## src/rtl/assert_macros.svh

```systemverilog
// assertion macros used by the allocator engine rtl
`ifndef ASSERT_MACROS_SVH
`define ASSERT_MACROS_SVH
`ifndef NO_ASSERTIONS
`define FFHA_ASSERT(lbl, prop, msg) \
	lbl: assert property (@(posedge clk) disable iff (!arst_n) (prop)) else $error(msg);
`define FFHA_ASSERT_IMP(lbl, ante, cons, msg) \
	lbl: assert property (@(posedge clk) disable iff (!arst_n) (ante) |-> (cons)) \
		else $error(msg);
`else
`define FFHA_ASSERT(lbl, prop, msg)
`define FFHA_ASSERT_IMP(lbl, ante, cons, msg)
`endif
`endif

```

## src/rtl/ffha_pkg.sv

```systemverilog
// types, constants and tables of the first-fit heap allocator
`default_nettype none
package ffha_pkg;
	localparam int HEAP_BYTES_MAX    = 65536;
	localparam int ALIGN_BYTES       = 8;
	localparam int HEADER_BYTES      = 16;
	localparam int MAX_FREE_SEGMENTS = 32;
	localparam int MAX_USED_BLOCKS   = 32;
	localparam int HDR_BYTES = ((HEADER_BYTES + ALIGN_BYTES - 1) / ALIGN_BYTES) * ALIGN_BYTES;

	localparam int OFS_W  = 17;
	localparam int MIN_W  = 11;
	localparam int REQ_W  = 32;
	localparam int STAT_W = 32;
	localparam int FRAG_W = 7;
	localparam int ACT_W  = 2;
	localparam int CNT_W  = $clog2(MAX_FREE_SEGMENTS + 1);
	localparam int FA_W   = $clog2(MAX_FREE_SEGMENTS);
	localparam int UC_W   = $clog2(MAX_USED_BLOCKS + 1);
	localparam int UA_W   = $clog2(MAX_USED_BLOCKS);

	localparam int HEAP_LO    = 64;
	localparam int HEAP_RESET = 65536;
	localparam int MIN_LO     = 8;
	localparam int MIN_HI     = 1024;
	localparam int MIN_RESET  = 16;

	localparam logic [ACT_W-1:0] ACT_ALLOC = 2'd0;
	localparam logic [ACT_W-1:0] ACT_FREE  = 2'd1;

	localparam logic CFG_HEAP = 1'b0;
	localparam logic CFG_MIN  = 1'b1;

	typedef enum logic [2:0] {
		ST_OK      = 3'd0,
		ST_NULL    = 3'd1,
		ST_NOSPACE = 3'd2,
		ST_UNKNOWN = 3'd3,
		ST_FULL    = 3'd4
	} status_e;

	typedef struct packed {
		logic [OFS_W-1:0] start;
		logic [OFS_W-1:0] size;
	} seg_t;

	typedef struct packed {
		logic [ACT_W-1:0] action;
		logic [REQ_W-1:0] req_bytes;
		logic [OFS_W-1:0] block_offset;
	} item_t;

	typedef struct packed {
		status_e           status;
		logic [OFS_W-1:0]  user_offset;
		logic [OFS_W-1:0]  heap_total;
		logic [OFS_W-1:0]  used_bytes;
		logic [OFS_W-1:0]  peak_used_bytes;
		logic [CNT_W-1:0]  free_segments;
		logic [STAT_W-1:0] alloc_total;
		logic [STAT_W-1:0] free_total;
		logic [STAT_W-1:0] fail_total;
		logic [FRAG_W-1:0] fragmentation_pct;
	} res_t;

	// (n-1)*100/n
	function automatic logic [FRAG_W-1:0] frag_pct(input logic [CNT_W-1:0] n);
		logic [FRAG_W-1:0] r;
		case (n)
			6'd2:  r = 7'd50;
			6'd3:  r = 7'd66;
			6'd4:  r = 7'd75;
			6'd5:  r = 7'd80;
			6'd6:  r = 7'd83;
			6'd7:  r = 7'd85;
			6'd8:  r = 7'd87;
			6'd9:  r = 7'd88;
			6'd10: r = 7'd90;
			6'd11: r = 7'd90;
			6'd12: r = 7'd91;
			6'd13: r = 7'd92;
			6'd14: r = 7'd92;
			6'd15: r = 7'd93;
			6'd16: r = 7'd93;
			6'd17: r = 7'd94;
			6'd18: r = 7'd94;
			6'd19: r = 7'd94;
			6'd20: r = 7'd95;
			6'd21: r = 7'd95;
			6'd22: r = 7'd95;
			6'd23: r = 7'd95;
			6'd24: r = 7'd95;
			6'd25: r = 7'd96;
			6'd26: r = 7'd96;
			6'd27: r = 7'd96;
			6'd28: r = 7'd96;
			6'd29: r = 7'd96;
			6'd30: r = 7'd96;
			6'd31: r = 7'd96;
			6'd32: r = 7'd96;
			default: r = 7'd0;
		endcase
		return r;
	endfunction
endpackage
`default_nettype wire

```

## src/rtl/ffha_ctrl.sv

```systemverilog
// allocator engine: segment and block tables in memories, sequencer, statistics
`default_nettype none
`include "assert_macros.svh"
module ffha_ctrl (
	input  wire logic                      clk,
	input  wire logic                      arst_n,
	input  wire logic                      cfg_en,
	input  wire logic                      cfg_index,
	input  wire logic [ffha_pkg::OFS_W-1:0] cfg_data,
	input  wire logic                      start,
	input  wire ffha_pkg::item_t           item,
	output logic                           ready,
	output logic                           done,
	input  wire logic                      ack,
	output ffha_pkg::res_t                 res
);
	import ffha_pkg::*;

	typedef enum logic [3:0] {
		S_INIT, S_IDLE, S_A_RD, S_A_CK, S_A_FIN, S_DN_RD, S_DN_WR, S_U_RD, S_U_CK,
		S_P_RD, S_P_CK, S_P_DEC, S_UP_RD, S_UP_WR, S_F_FIN, S_DONE
	} state_t;

	state_t                state_q;
	logic [OFS_W-1:0]      heap_q, avail_q, peak_q;
	logic [MIN_W-1:0]      min_q;
	logic [CNT_W-1:0]      count_q;
	logic [CNT_W-1:0]      idx_q;
	logic [FA_W-1:0]       k_q;
	logic [MAX_USED_BLOCKS-1:0] valid_q;
	logic [STAT_W-1:0]     alloc_q, free_q, fail_q;
	logic [OFS_W-1:0]      fin_q, blk_q, bsz_q, off_q, uoff_q;
	logic [UA_W-1:0]       slot_q;
	logic                  is_free_q, have_cur_q;
	seg_t                  prev_q, cur_q;
	status_e               status_q;

	// tables
	seg_t fmem [MAX_FREE_SEGMENTS];
	seg_t umem [MAX_USED_BLOCKS];
	seg_t f_rd_q, u_rd_q;
	logic             f_we, u_we;
	logic [FA_W-1:0]  f_waddr, f_raddr;
	logic [UA_W-1:0]  u_waddr, u_raddr;
	seg_t             f_wdata, u_wdata;

	always_ff @(posedge clk) begin
		if (f_we)
			fmem[f_waddr] <= f_wdata;
		f_rd_q <= fmem[f_raddr];
	end

	always_ff @(posedge clk) begin
		if (u_we)
			umem[u_waddr] <= u_wdata;
		u_rd_q <= umem[u_raddr];
	end

	// request sizing
	logic [REQ_W:0]   fin_sum, fin_al, fin;
	logic             nospace, slot_found;
	logic [UA_W-1:0]  free_slot;

	always_comb begin
		fin_sum = {1'b0, item.req_bytes} + (REQ_W+1)'(HDR_BYTES + ALIGN_BYTES - 1);
		fin_al  = (fin_sum / (REQ_W+1)'(ALIGN_BYTES)) * (REQ_W+1)'(ALIGN_BYTES);
		fin     = (fin_al < (REQ_W+1)'(min_q)) ? (REQ_W+1)'(min_q) : fin_al;
		nospace = fin > (REQ_W+1)'(avail_q);
		slot_found = 1'b0;
		free_slot  = '0;
		for (int i = MAX_USED_BLOCKS - 1; i >= 0; i--) begin
			if (!valid_q[i]) begin
				slot_found = 1'b1;
				free_slot  = UA_W'(i);
			end
		end
	end

	// compares on the registered table reads
	logic             a_hit, a_split, u_hit, p_gt, mp, mn, up_done, dn_last;
	logic [OFS_W-1:0] a_rem;
	logic [OFS_W:0]   avail_sum;
	logic [OFS_W-1:0] avail_sub, used_new;

	always_comb begin
		a_hit   = f_rd_q.size >= fin_q;
		a_rem   = f_rd_q.size - fin_q;
		a_split = a_rem >= OFS_W'(min_q);
		u_hit   = valid_q[idx_q[UA_W-1:0]] &&
			(({1'b0, u_rd_q.start} + (OFS_W+1)'(HDR_BYTES)) == {1'b0, off_q});
		p_gt    = f_rd_q.start > blk_q;
		mp      = (idx_q != '0) &&
			(({1'b0, prev_q.start} + {1'b0, prev_q.size}) == {1'b0, blk_q});
		mn      = have_cur_q && (({1'b0, blk_q} + {1'b0, bsz_q}) == {1'b0, cur_q.start});
		up_done = {1'b0, k_q} == idx_q;
		dn_last = (idx_q + CNT_W'(1)) >= count_q;
		avail_sub = (bsz_q > avail_q) ? '0 : avail_q - bsz_q;
		used_new  = heap_q - avail_sub;
		avail_sum = {1'b0, avail_q} + {1'b0, bsz_q};
	end

	// memory ports
	always_comb begin
		f_we    = 1'b0;
		f_waddr = idx_q[FA_W-1:0];
		f_raddr = idx_q[FA_W-1:0];
		f_wdata = f_rd_q;
		u_we    = 1'b0;
		u_waddr = slot_q;
		u_raddr = idx_q[UA_W-1:0];
		u_wdata = '{start: blk_q, size: bsz_q};
		unique case (state_q)
			S_INIT: begin
				f_we    = 1'b1;
				f_waddr = '0;
				f_wdata = '{start: '0, size: heap_q};
			end
			S_A_CK: begin
				if (a_hit && a_split) begin
					f_we    = 1'b1;
					f_wdata = '{start: f_rd_q.start + fin_q, size: a_rem};
				end
			end
			S_A_FIN: u_we = 1'b1;
			S_DN_RD: f_raddr = FA_W'(idx_q + CNT_W'(1));
			S_DN_WR: f_we = 1'b1;
			S_P_DEC: begin
				if (mp && mn) begin
					f_we    = 1'b1;
					f_waddr = FA_W'(idx_q - CNT_W'(1));
					f_wdata = '{start: prev_q.start, size: prev_q.size + bsz_q + cur_q.size};
				end else if (mp) begin
					f_we    = 1'b1;
					f_waddr = FA_W'(idx_q - CNT_W'(1));
					f_wdata = '{start: prev_q.start, size: prev_q.size + bsz_q};
				end else if (mn) begin
					f_we    = 1'b1;
					f_wdata = '{start: blk_q, size: cur_q.size + bsz_q};
				end
			end
			S_UP_RD: begin
				if (up_done) begin
					f_we    = 1'b1;
					f_wdata = '{start: blk_q, size: bsz_q};
				end else begin
					f_raddr = k_q - FA_W'(1);
				end
			end
			S_UP_WR: begin
				f_we    = 1'b1;
				f_waddr = k_q;
			end
			default: ;
		endcase
	end

	logic [OFS_W-1:0] heap_cl;
	logic [MIN_W-1:0] min_cl;

	always_comb begin
		if (cfg_data < OFS_W'(HEAP_LO))
			heap_cl = OFS_W'(HEAP_LO);
		else if (cfg_data > OFS_W'(HEAP_BYTES_MAX))
			heap_cl = OFS_W'(HEAP_BYTES_MAX);
		else
			heap_cl = cfg_data;
		if (cfg_data[MIN_W-1:0] < MIN_W'(MIN_LO))
			min_cl = MIN_W'(MIN_LO);
		else if (cfg_data[MIN_W-1:0] > MIN_W'(MIN_HI))
			min_cl = MIN_W'(MIN_HI);
		else
			min_cl = cfg_data[MIN_W-1:0];
	end

	always_ff @(posedge clk or negedge arst_n) begin
		if (!arst_n) begin
			state_q    <= S_INIT;
			heap_q     <= OFS_W'(HEAP_RESET);
			avail_q    <= OFS_W'(HEAP_RESET);
			min_q      <= MIN_W'(MIN_RESET);
			peak_q     <= '0;
			count_q    <= CNT_W'(1);
			idx_q      <= '0;
			k_q        <= '0;
			valid_q    <= '0;
			alloc_q    <= '0;
			free_q     <= '0;
			fail_q     <= '0;
			fin_q      <= '0;
			blk_q      <= '0;
			bsz_q      <= '0;
			off_q      <= '0;
			uoff_q     <= '0;
			slot_q     <= '0;
			is_free_q  <= 1'b0;
			have_cur_q <= 1'b0;
			prev_q     <= '0;
			cur_q      <= '0;
			status_q   <= ST_OK;
		end else if (cfg_en) begin
			if (cfg_index == CFG_HEAP) begin
				heap_q  <= heap_cl;
				avail_q <= heap_cl;
				count_q <= CNT_W'(1);
				valid_q <= '0;
				state_q <= S_INIT;
			end else begin
				min_q <= min_cl;
			end
		end else begin
			unique case (state_q)
				S_INIT: state_q <= S_IDLE;
				S_IDLE: begin
					if (start) begin
						uoff_q   <= '0;
						status_q <= ST_OK;
						idx_q    <= '0;
						off_q    <= item.block_offset;
						unique case (item.action)
							ACT_ALLOC: begin
								is_free_q <= 1'b0;
								fin_q     <= fin[OFS_W-1:0];
								slot_q    <= free_slot;
								if (item.req_bytes == '0) begin
									status_q <= ST_NULL;
									state_q  <= S_DONE;
								end else if (nospace) begin
									fail_q   <= fail_q + STAT_W'(1);
									status_q <= ST_NOSPACE;
									state_q  <= S_DONE;
								end else if (!slot_found) begin
									fail_q   <= fail_q + STAT_W'(1);
									status_q <= ST_FULL;
									state_q  <= S_DONE;
								end else begin
									state_q <= S_A_RD;
								end
							end
							ACT_FREE: begin
								is_free_q <= 1'b1;
								if (item.block_offset == '0) begin
									status_q <= ST_NULL;
									state_q  <= S_DONE;
								end else begin
									state_q <= S_U_RD;
								end
							end
							default: state_q <= S_DONE;
						endcase
					end
				end
				S_A_RD: begin
					if (idx_q == count_q) begin
						fail_q   <= fail_q + STAT_W'(1);
						status_q <= ST_NOSPACE;
						state_q  <= S_DONE;
					end else begin
						state_q <= S_A_CK;
					end
				end
				S_A_CK: begin
					if (a_hit) begin
						blk_q <= f_rd_q.start;
						if (a_split) begin
							bsz_q   <= fin_q;
							state_q <= S_A_FIN;
						end else begin
							bsz_q   <= f_rd_q.size;
							state_q <= S_DN_RD;
						end
					end else begin
						idx_q   <= idx_q + CNT_W'(1);
						state_q <= S_A_RD;
					end
				end
				S_A_FIN: begin
					valid_q[slot_q] <= 1'b1;
					avail_q <= avail_sub;
					if (used_new > peak_q)
						peak_q <= used_new;
					alloc_q  <= alloc_q + STAT_W'(1);
					uoff_q   <= blk_q + OFS_W'(HDR_BYTES);
					state_q  <= S_DONE;
				end
				// close the gap left by a removed segment
				S_DN_RD: begin
					if (dn_last) begin
						count_q <= count_q - CNT_W'(1);
						state_q <= is_free_q ? S_F_FIN : S_A_FIN;
					end else begin
						state_q <= S_DN_WR;
					end
				end
				S_DN_WR: begin
					idx_q   <= idx_q + CNT_W'(1);
					state_q <= S_DN_RD;
				end
				S_U_RD: begin
					if (idx_q == UC_W'(MAX_USED_BLOCKS)) begin
						status_q <= ST_UNKNOWN;
						state_q  <= S_DONE;
					end else begin
						state_q <= S_U_CK;
					end
				end
				S_U_CK: begin
					if (u_hit) begin
						blk_q   <= u_rd_q.start;
						bsz_q   <= u_rd_q.size;
						slot_q  <= idx_q[UA_W-1:0];
						idx_q   <= '0;
						state_q <= S_P_RD;
					end else begin
						idx_q   <= idx_q + CNT_W'(1);
						state_q <= S_U_RD;
					end
				end
				S_P_RD: begin
					if (idx_q == count_q) begin
						have_cur_q <= 1'b0;
						state_q    <= S_P_DEC;
					end else begin
						state_q <= S_P_CK;
					end
				end
				S_P_CK: begin
					if (p_gt) begin
						cur_q      <= f_rd_q;
						have_cur_q <= 1'b1;
						state_q    <= S_P_DEC;
					end else begin
						prev_q  <= f_rd_q;
						idx_q   <= idx_q + CNT_W'(1);
						state_q <= S_P_RD;
					end
				end
				S_P_DEC: begin
					if (mp && mn) begin
						state_q <= S_DN_RD;
					end else if (mp || mn) begin
						state_q <= S_F_FIN;
					end else if (count_q >= CNT_W'(MAX_FREE_SEGMENTS)) begin
						status_q <= ST_FULL;
						state_q  <= S_DONE;
					end else begin
						k_q     <= count_q[FA_W-1:0];
						state_q <= S_UP_RD;
					end
				end
				// open a gap at the insert position, top entry first
				S_UP_RD: begin
					if (up_done) begin
						count_q <= count_q + CNT_W'(1);
						state_q <= S_F_FIN;
					end else begin
						state_q <= S_UP_WR;
					end
				end
				S_UP_WR: begin
					k_q     <= k_q - FA_W'(1);
					state_q <= S_UP_RD;
				end
				S_F_FIN: begin
					valid_q[slot_q] <= 1'b0;
					avail_q <= (avail_sum > {1'b0, heap_q}) ? heap_q : avail_sum[OFS_W-1:0];
					free_q  <= free_q + STAT_W'(1);
					state_q <= S_DONE;
				end
				S_DONE: begin
					if (ack)
						state_q <= S_IDLE;
				end
				default: state_q <= S_IDLE;
			endcase
		end
	end

	assign ready = state_q == S_IDLE;
	assign done  = state_q == S_DONE;

	always_comb begin
		res.status            = status_q;
		res.user_offset       = uoff_q;
		res.heap_total        = heap_q;
		res.used_bytes        = heap_q - avail_q;
		res.peak_used_bytes   = peak_q;
		res.free_segments     = count_q;
		res.alloc_total       = alloc_q;
		res.free_total        = free_q;
		res.fail_total        = fail_q;
		res.fragmentation_pct = frag_pct(count_q);
	end

	`FFHA_ASSERT(a_count_max, count_q <= CNT_W'(MAX_FREE_SEGMENTS), "free table overflow")
	`FFHA_ASSERT(a_avail_max, avail_q <= heap_q, "available bytes exceed heap")
	`FFHA_ASSERT_IMP(a_slot_free, state_q == S_A_FIN, !valid_q[slot_q], "slot already in use")
	`FFHA_ASSERT_IMP(a_ins_room, state_q == S_UP_RD, count_q < CNT_W'(MAX_FREE_SEGMENTS), "insert into full table")
endmodule
`default_nettype wire

```

## src/rtl/first_fit_heap_allocator.sv

```systemverilog
// first-fit heap allocator: stream ports, result register and engine
// Usage:
//  cfg_en/cfg_index/cfg_data write heap_bytes (index 0) or min_block_bytes (index 1)
//  while the block is idle; writing heap_bytes reinitialises the tables to one
//  free segment, counters and peak are kept.
//  s_* carries one request per transaction: tuser holds the action, tdata the
//  request size and the block offset. m_* returns exactly one result per request:
//  tuser holds the status, tdata the offset and all statistics.
//  Requests are processed one at a time. A query or an undefined action goes
//  straight to the result; an allocate scans the free segments in order and,
//  when a segment is used up, moves the later entries down; a free scans the
//  used table, then the free segments for the insert position, and moves entries
//  to close or open a gap where needed. Each table memory has a single read port.
//  After reset and after each heap_bytes write the engine writes the initial
//  free segment, with s_tready low, before it goes to idle.
//  A result waits in the output register while m_tready is low; the next request
//  is still taken and processed, and the engine holds its result until the
//  register frees up.
`default_nettype none
module first_fit_heap_allocator (
	input  wire logic          clk,
	input  wire logic          arst_n,
	input  wire logic          cfg_en,
	input  wire logic          cfg_index,
	input  wire logic [16:0]   cfg_data,
	input  wire logic          s_tvalid,
	output logic               s_tready,
	input  wire logic [55:0]   s_tdata,  // request_size, block_offset
	input  wire logic [1:0]    s_tuser,  // action
	output logic               m_tvalid,
	input  wire logic          m_tready,
	output logic [183:0]       m_tdata,  // user_offset, heap_total, used_bytes,
	                                     // peak_used_bytes, free_segments, alloc_total,
	                                     // free_total, fail_total, fragmentation_pct
	output logic [2:0]         m_tuser   // status
);
	import ffha_pkg::*;

	localparam int OUT_BITS = $bits(res_t) - 3;

	item_t item;
	res_t  res;
	logic  eng_ready, eng_done, load;
	logic  out_v_q;
	logic [OUT_BITS-1:0] out_data_q;
	logic [2:0]          out_user_q;

	always_comb begin
		item.action       = s_tuser;
		item.req_bytes    = s_tdata[REQ_W-1:0];
		item.block_offset = s_tdata[REQ_W+OFS_W-1:REQ_W];
	end

	ffha_ctrl u_ctrl (
		.clk       (clk),
		.arst_n    (arst_n),
		.cfg_en    (cfg_en),
		.cfg_index (cfg_index),
		.cfg_data  (cfg_data),
		.start     (s_tvalid && eng_ready),
		.item      (item),
		.ready     (eng_ready),
		.done      (eng_done),
		.ack       (load),
		.res       (res)
	);

	assign s_tready = eng_ready;
	assign load     = eng_done && (!out_v_q || m_tready);

	always_ff @(posedge clk or negedge arst_n) begin
		if (!arst_n) begin
			out_v_q    <= 1'b0;
			out_data_q <= '0;
			out_user_q <= '0;
		end else begin
			if (load) begin
				out_v_q    <= 1'b1;
				out_user_q <= res.status;
				out_data_q <= {res.fragmentation_pct, res.fail_total, res.free_total,
					res.alloc_total, res.free_segments, res.peak_used_bytes,
					res.used_bytes, res.heap_total, res.user_offset};
			end else if (m_tready) begin
				out_v_q <= 1'b0;
			end
		end
	end

	assign m_tvalid = out_v_q;
	assign m_tuser  = out_user_q;
	assign m_tdata  = {(184 - OUT_BITS)'(0), out_data_q};
endmodule
`default_nettype wire

```

## config.mk

```make
export PLATFORM = sky130hd
export DESIGN_NAME = first_fit_heap_allocator
export DESIGN_NICKNAME = d
export VERILOG_FILES = /design/src/rtl/ffha_pkg.sv /design/src/rtl/ffha_ctrl.sv /design/src/rtl/first_fit_heap_allocator.sv
export VERILOG_INCLUDE_DIRS = /design/src /design/src/rtl
export SDC_FILE = /design/constraint.sdc
export NUM_CORES = 2
export LEC_CHECK = 0
export ABC_CLOCK_PERIOD_IN_PS = 7340
export BUFFER_PORTS_ARGS = -buffer_cell sky130_fd_sc_hd__clkbuf_2
export CAP_MARGIN = 10
export CORE_MARGIN = 4
export CORE_UTILIZATION = 57
export DETAILED_ROUTE_END_ITERATION = 7
export GPL_TIMING_DRIVEN = 1
export PLACE_DENSITY_LB_ADDON = 0.25
export RECOVER_POWER = 100
export SLEW_MARGIN = 20
export SYNTH_ARGS = -nofsm -noshare
export SYNTH_HDL_FRONTEND = slang
export SYNTH_SLANG_ARGS = --single-unit
export TNS_END_PERCENT = 1
```

## constraint.sdc

```tcl
create_clock -name clk -period 7.34 [get_ports clk]
set_clock_uncertainty 0.1 [all_clocks]
set_input_delay 1.468 -clock clk [delete_from_list [all_inputs] [get_ports clk]]
set_output_delay 1.468 -clock clk [all_outputs]
set_load 0.02 [all_outputs]
```

# == After elaboration in Yosys (flattened, before gate mapping) ==
# Memories as Yosys holds them, arrays and structs flattened. A register that Yosys moved wholly into a read port is not among the register bits.
# Cells that the tools add are included.
# totals
reg_bits,555
mem_bits_rw,2176
romBits,448
in_bits,81
elab_cells,349
mem_count,3
# classes
add_sub_neg,22
order_cmp,17
eq_ne,43
muxes,178
n_bitwise,6
n_reduce_logical,52
# memory_table
memory,depth,width,read_ports,rd_clocked_by_memory_dff,wr,line,text
u_ctrl.fmem,32,34,1,1,1,ffha_ctrl.sv:39,seg_t fmem [MAX_FREE_SEGMENTS];
u_ctrl.umem,32,34,1,1,1,ffha_ctrl.sv:40,seg_t umem [MAX_USED_BLOCKS];
(name not given),64,7,1,1,0,ffha_pkg.sv:69,case (n)
# ops
cell,count
$mux W32,8
$mux W5,41
$mux W17,12
$mux W34,5
$pmux W17 S2,4
$pmux W34 S4,1
$pmux W32 S2,2
$add A32 B1 Y32 const B,3
$add A17 B17 Y17,4
$sub A17 B17 Y17,4
$pmux W4 S15,1
$mux W4,14
$add A17 B17 Y18,3
$eq A18 B17 Y1,3
$gt A17 B17 Y1,3
$mux W1,51
$mux W6,8
$add A32 B5 Y33 const B,1
$gt A33 B17 Y1,1
$lt A33 B11 Y1,1
$mux W3,11
$mux W33,1
$and A32 B32 Y32,1
$eq A4 B4 Y1 const B,8
62 further kinds,127

# == Longest topological paths before layout ==
# logic_depth
ltp_word,39
ltp_mapped,33
mapped_depth_nobuf,30

# == Hierarchy ==
# From an unflattened synthesis, not the netlist that was laid out.
# unflattened
hier_cells,8877
hier_area_um2,124530.7
# modules_own_cells
module,n_inst,cells_per_inst,area_per_inst_um2,seq_area_each_um2
ffha_ctrl,1,8484,117378.8,76068.0
first_fit_heap_allocator,1,393,7151.9,4529.3

# == Least setup slack after synthesis ==
# No wires, ideal clock.
# synth_timing
path_type,flip-flop to flip-flop
startpoint,register u_ctrl.bsz_q[1]
endpoint,register u_ctrl.peak_q[10]
setup_ps,125
arrival_ps,6979
path_slack_ps,137
path_stages_with_launch,30
path_buffers,2
path_cell_list,dfrtp_1 inv_1 ha_1 nor2b_1 o21ai_0 a21boi_0 o311a_1 o211ai_1 nand3_1 a41o_1 clkbuf_1 nor2b_1 ha_1 inv_1 fa_1 a21o_1 a21oi_1 nor2b_1 nor4_1 or3_1 a31oi_1 nand4_1 nand3b_1 a21oi_1 xnor2_1 ha_1 nand4_1 o311ai_1 clkbuf_1 mux2_2
# synth_between
elab_chain_cells,5
elab_cells_between_ends,6
classes_between,2 x add/sub; 2 x order compare; 1 x mux; 1 x reduce/logical
# synth_rtl
element,line,text
start: declaration,ffha_ctrl.sv:32,"logic [OFS_W-1:0] fin_q, blk_q, bsz_q, off_q, uoff_q;"
start signal: assignment,ffha_ctrl.sv:265,bsz_q <= fin_q;
start signal: assignment,ffha_ctrl.sv:268,bsz_q <= f_rd_q.size;
start signal: assignment,ffha_ctrl.sv:309,bsz_q <= u_rd_q.size;
$sub A17 B17 Y17 or $gt A17 B17 Y1 (tied branches),ffha_ctrl.sv:97,avail_sub = (bsz_q > avail_q) ? '0 : avail_q - bsz_q;
$mux W17 (*),ffha_ctrl.sv:97,
$sub A17 B17 Y17 (*),ffha_ctrl.sv:98,used_new = heap_q - avail_sub;
named net u_ctrl.used_new[16],ffha_ctrl.sv:83,"logic [OFS_W-1:0] avail_sub, used_new;"
$gt A17 B17 Y1 (*),ffha_ctrl.sv:279,if (used_new > peak_q)
$reduce_and A3 Y1 (no source line) (*),n/a,
end signal: assignment,ffha_ctrl.sv:280,peak_q <= used_new;
end: declaration,ffha_ctrl.sv:25,"logic [OFS_W-1:0] heap_q, avail_q, peak_q;"
# The timed path passes the listed nets; every way through them passes the cells marked *.
# A chain may end at the register's enable or synchronous reset.

==> metrics.cfg <==
[min_path]
min_path_type=flop to flop
holdCritStartpoint=u_ctrl.uoff_q[13]
hold_end=out_data_q[13]
hold_path_depth=2

[yosys]
synth-edff-count=2176
ys_ff_latch=2799
avgSynthCellArea_um2=13.7
postSynthCellCount=9094
netlist_area_mm2=0.125
ys_seq_area_share_pct=64.6
async_reset_ff_share_pct=19.8
synth_ff_type=edfxtp_1
yosys_warnings=0
yosysUniqueCellTypes=107

[outcome]
outcome=finished with violations
violations=DRC, capacitance limit, slew limit

[timing]
setup_tns_ps=0
fin_crit_ps=7170
setup_viol=0
fmax_ghz=0.139
relSlewSlack_pct=-273
tightest_slew_ps=5600
rsz0062_at_grt=false
slew_violations=2606
finalCritPeriodShare_pct=97.7
hold_viol=0

[global_routing]
grt_overflow=0
grt_use_met3_pct=6.29
grt.busiest_layer=met2
grt_pass1_wl_um=526000
antenna_found_initial=14
gr-usage-met1_pct=44.1
grt_pass1_vias=79200
grt_util_met2_pct=49.1
grt_max_degree=155
grtUsageTotal_pct=31.4

[final_layout]
syn2layout_area_growth_pct=12.0
nNetsFinal=9836
drive_gt1_share_pct=13.7
fillCellCount=15600
fin_util_pct=64.3

[critical_path]
slowest_delay_ps=1550
cp_max_fo=37
start_kind=flop
end_kind=flop
r2r_cells=15
cp.arrival_ps=7620
timing.reg2reg.setup_slack_ps=170
rr_startpoint=u_ctrl.bsz_q[7]
r2r-end=u_ctrl.fmem[31][15]
crit_type=flop to flop
crit_chain=clkbuf_1, ha_1, nor3_1, o311ai_0, nand4bb_1, a2111oi_0, nand4b_1, nor4b_1, and4b_1, buf_4, mux2i_1, o221ai_1, a211oi_1, nor2_1, clkbuf_4
slowest_stage=clkbuf_1
crit_required_ps=7790

[clock_network]
numCtsBuffers=302
clock_latency_ps=970
cts_sinks=2799
clockBufferDepth=4
cts_hold_buffers=0
cts_tree=yes
htreeDepth=5
cts_setup_buffers=0
cts-root-buf=clkbuf_16
cts.repair.resized=0
clkSlewWorstSetupHoldPaths_ps=60

[detailed_routing]
drtAntennaViolNets=0
wl_um=359000
viasPerCell=6.53
dr_total_vias=81800
drt-initial-drc-count=9801
firstDrtPassIters=8
remaining_drc_errors=1
wl_per_cell_um=28.6

[run]
cap_violations=77

[floorplanning]
initial_utilization_pct=57.4
dieArea_mm2=0.226
core_mm2=0.217
die_h_um=476
die_w_um=476
rows=171
io-pin-count=270

[place]
place_hpwl_um=222000
io_buffer_count=255
gp_congestion=0.972

[power_and_ir_drop]
leakage_nw=49.5
peakVddDrop_uv=359
powerDensity_mw_per_mm2=442

placed cells by master (no fill, tap or decap), drive strengths merged, types with 22 or more instances in the layout:
cell type / Yosys / final
mux2: 167 / 167
a221oi: 22 / 22
o21ai: 292 / 292
o21a: 53 / 53
nor4: 38 / 38
nor2b: 32 / 32
xnor2: 205 / 205
xor2: 113 / 113
inv: 221 / 229
dfxtp: 68 / 68
mux2i: 60 / 60
nand4: 51 / 51
buf: 125 / 165
nor2: 323 / 323
o211ai: 42 / 42
edfxtp: 2176 / 2176
or3: 29 / 29
bufinv: 0 / 23
and2: 289 / 289
and3: 42 / 42
mux4: 350 / 350
o31ai: 24 / 24
clkinv: 1 / 85
dfrtp: 551 / 551
a31oi: 165 / 165
a211oi: 430 / 430
nand2: 1270 / 1270
nand3: 130 / 130
nand2b: 38 / 38
clkbuf: 392 / 795
ha: 291 / 291
a311oi: 143 / 143
nor3: 110 / 110
a21o: 112 / 112
a21oi: 385 / 385
cells in the mapped netlist, drive strengths merged (112+ instances only):
library cell  instances  area, um^2
nor2                323        1210
dfrtp               551       13800
a21oi               385        1940
mux4                350        7880
o21ai               292        1460
buf                 125         598
xnor2               205        1800
mux2                167        1880
nand2              1270        4770
and2                289        1810
a21o                112         841
a311oi              143        1250
ha                  291        3640
a211oi              430        3230
inv                 221         830
nand3               130         651
xor2                113         990
a31oi               165        1030
clkbuf              392        1470
edfxtp             2176       65300
critical path: cells and delay by family (launching register included):
family | cells | cell delay, ps
AO/OA/AOI/OAI | 4 | 1630
AND/OR/NAND/NOR | 6 | 1520
buffers and inverters | 3 | 2300
flip-flops | 1 | 340
multiplexers | 1 | 270
adder cells (fa/ha/maj) | 1 | 570
sequential cells by signal, indices dropped and copies added, names as in the netlist, 32 cells and up:
name            cells
u_ctrl.valid_q     32
u_ctrl.prev_q      34
u_ctrl.umem      1088
out_data_q        177
u_ctrl.fail_q      32
u_ctrl.fmem      1088
u_ctrl.free_q      32
u_ctrl.f_rd_q      34
u_ctrl.u_rd_q      34
u_ctrl.cur_q       34
u_ctrl.alloc_q     32
how the worst max path moves through the flow:
stage | from | end | slack, ps | cells past startpoint
2_1_floorplan | u_ctrl.bsz_q[1] | u_ctrl.peak_q[10] | 140 | 29
3_3_place_gp | s_tdata[2] | u_ctrl.fail_q[22] | 360 | 26
3_5_place_dp | s_tdata[2] | u_ctrl.fail_q[25] | 460 | 26
4_1_cts | u_ctrl.avail_q[2] | u_ctrl.peak_q[1] | 530 | 28
5_1_grt | arst_n | out_data_q[164] | 40 | 2
6_report | u_ctrl.bsz_q[7] | u_ctrl.fmem[31][15] | 170 | 15
kinds of logic after synthesis:
kind of cell / synth area share (%)
flops: 64.6
simple gates: 8.92
compound gates: 10.5
buf+inv: 2.33
mux: 8.31
xor+xnor: 2.25
fa+ha+maj: 3.11
other cells: 0.00301
layer usage:
layer	vias up	share of wire (%)	wire (um)
met5	-	0.015	54
met3	803	9.8	35100
met4	8	4.2	14900
met1	41200	40	143000
met2	4327	46	166000
li1	35400	-	-
report_power, final:
part	internal [mW]	total (mW)	switching, mW
Clock	8.83	14.9	6.09
Sequential	21.2	22.8	1.54
Combinational	8.33	24.2	15.8
final cells by class:
| class | instances | area (um^2) | share of cell area [%] |
|---|---|---|---|
| Sequential cell | 2799 | 80600 | 57.7 |
| Multi-Input combinational cell | 5562 | 41600 | 29.8 |
| Clock buffer | 395 | 8390 | 6.00 |
| Tap cell | 2854 | 3570 | 2.55 |
| Timing Repair Buffer | 565 | 3500 | 2.51 |
| Clock inverter | 127 | 1260 | 0.899 |
| Inverter | 222 | 833 | 0.596 |
| Antenna cell | 8 | 20.0 | 0.0143 |
through the flow:
stage / hold slack, ps / instance area, um^2 / power [mW] / worst slack (ps) / cells
final: 366 / 140000 / 61.9 / 168 / 12500
after global routing: 396 / 140000 / 64.8 / 35.8 / 12500
after CTS: 362 / 141000 / 61.8 / 529 / 12500
after detailed placement: 352 / 131000 / 46.8 / 462 / 12000
after global placement: 355 / 131000 / 46.2 / 357 / 12000
after floorplan: 335 / 125000 / 38.2 / 137 / 9100
(Power assumes the default switching activity.)
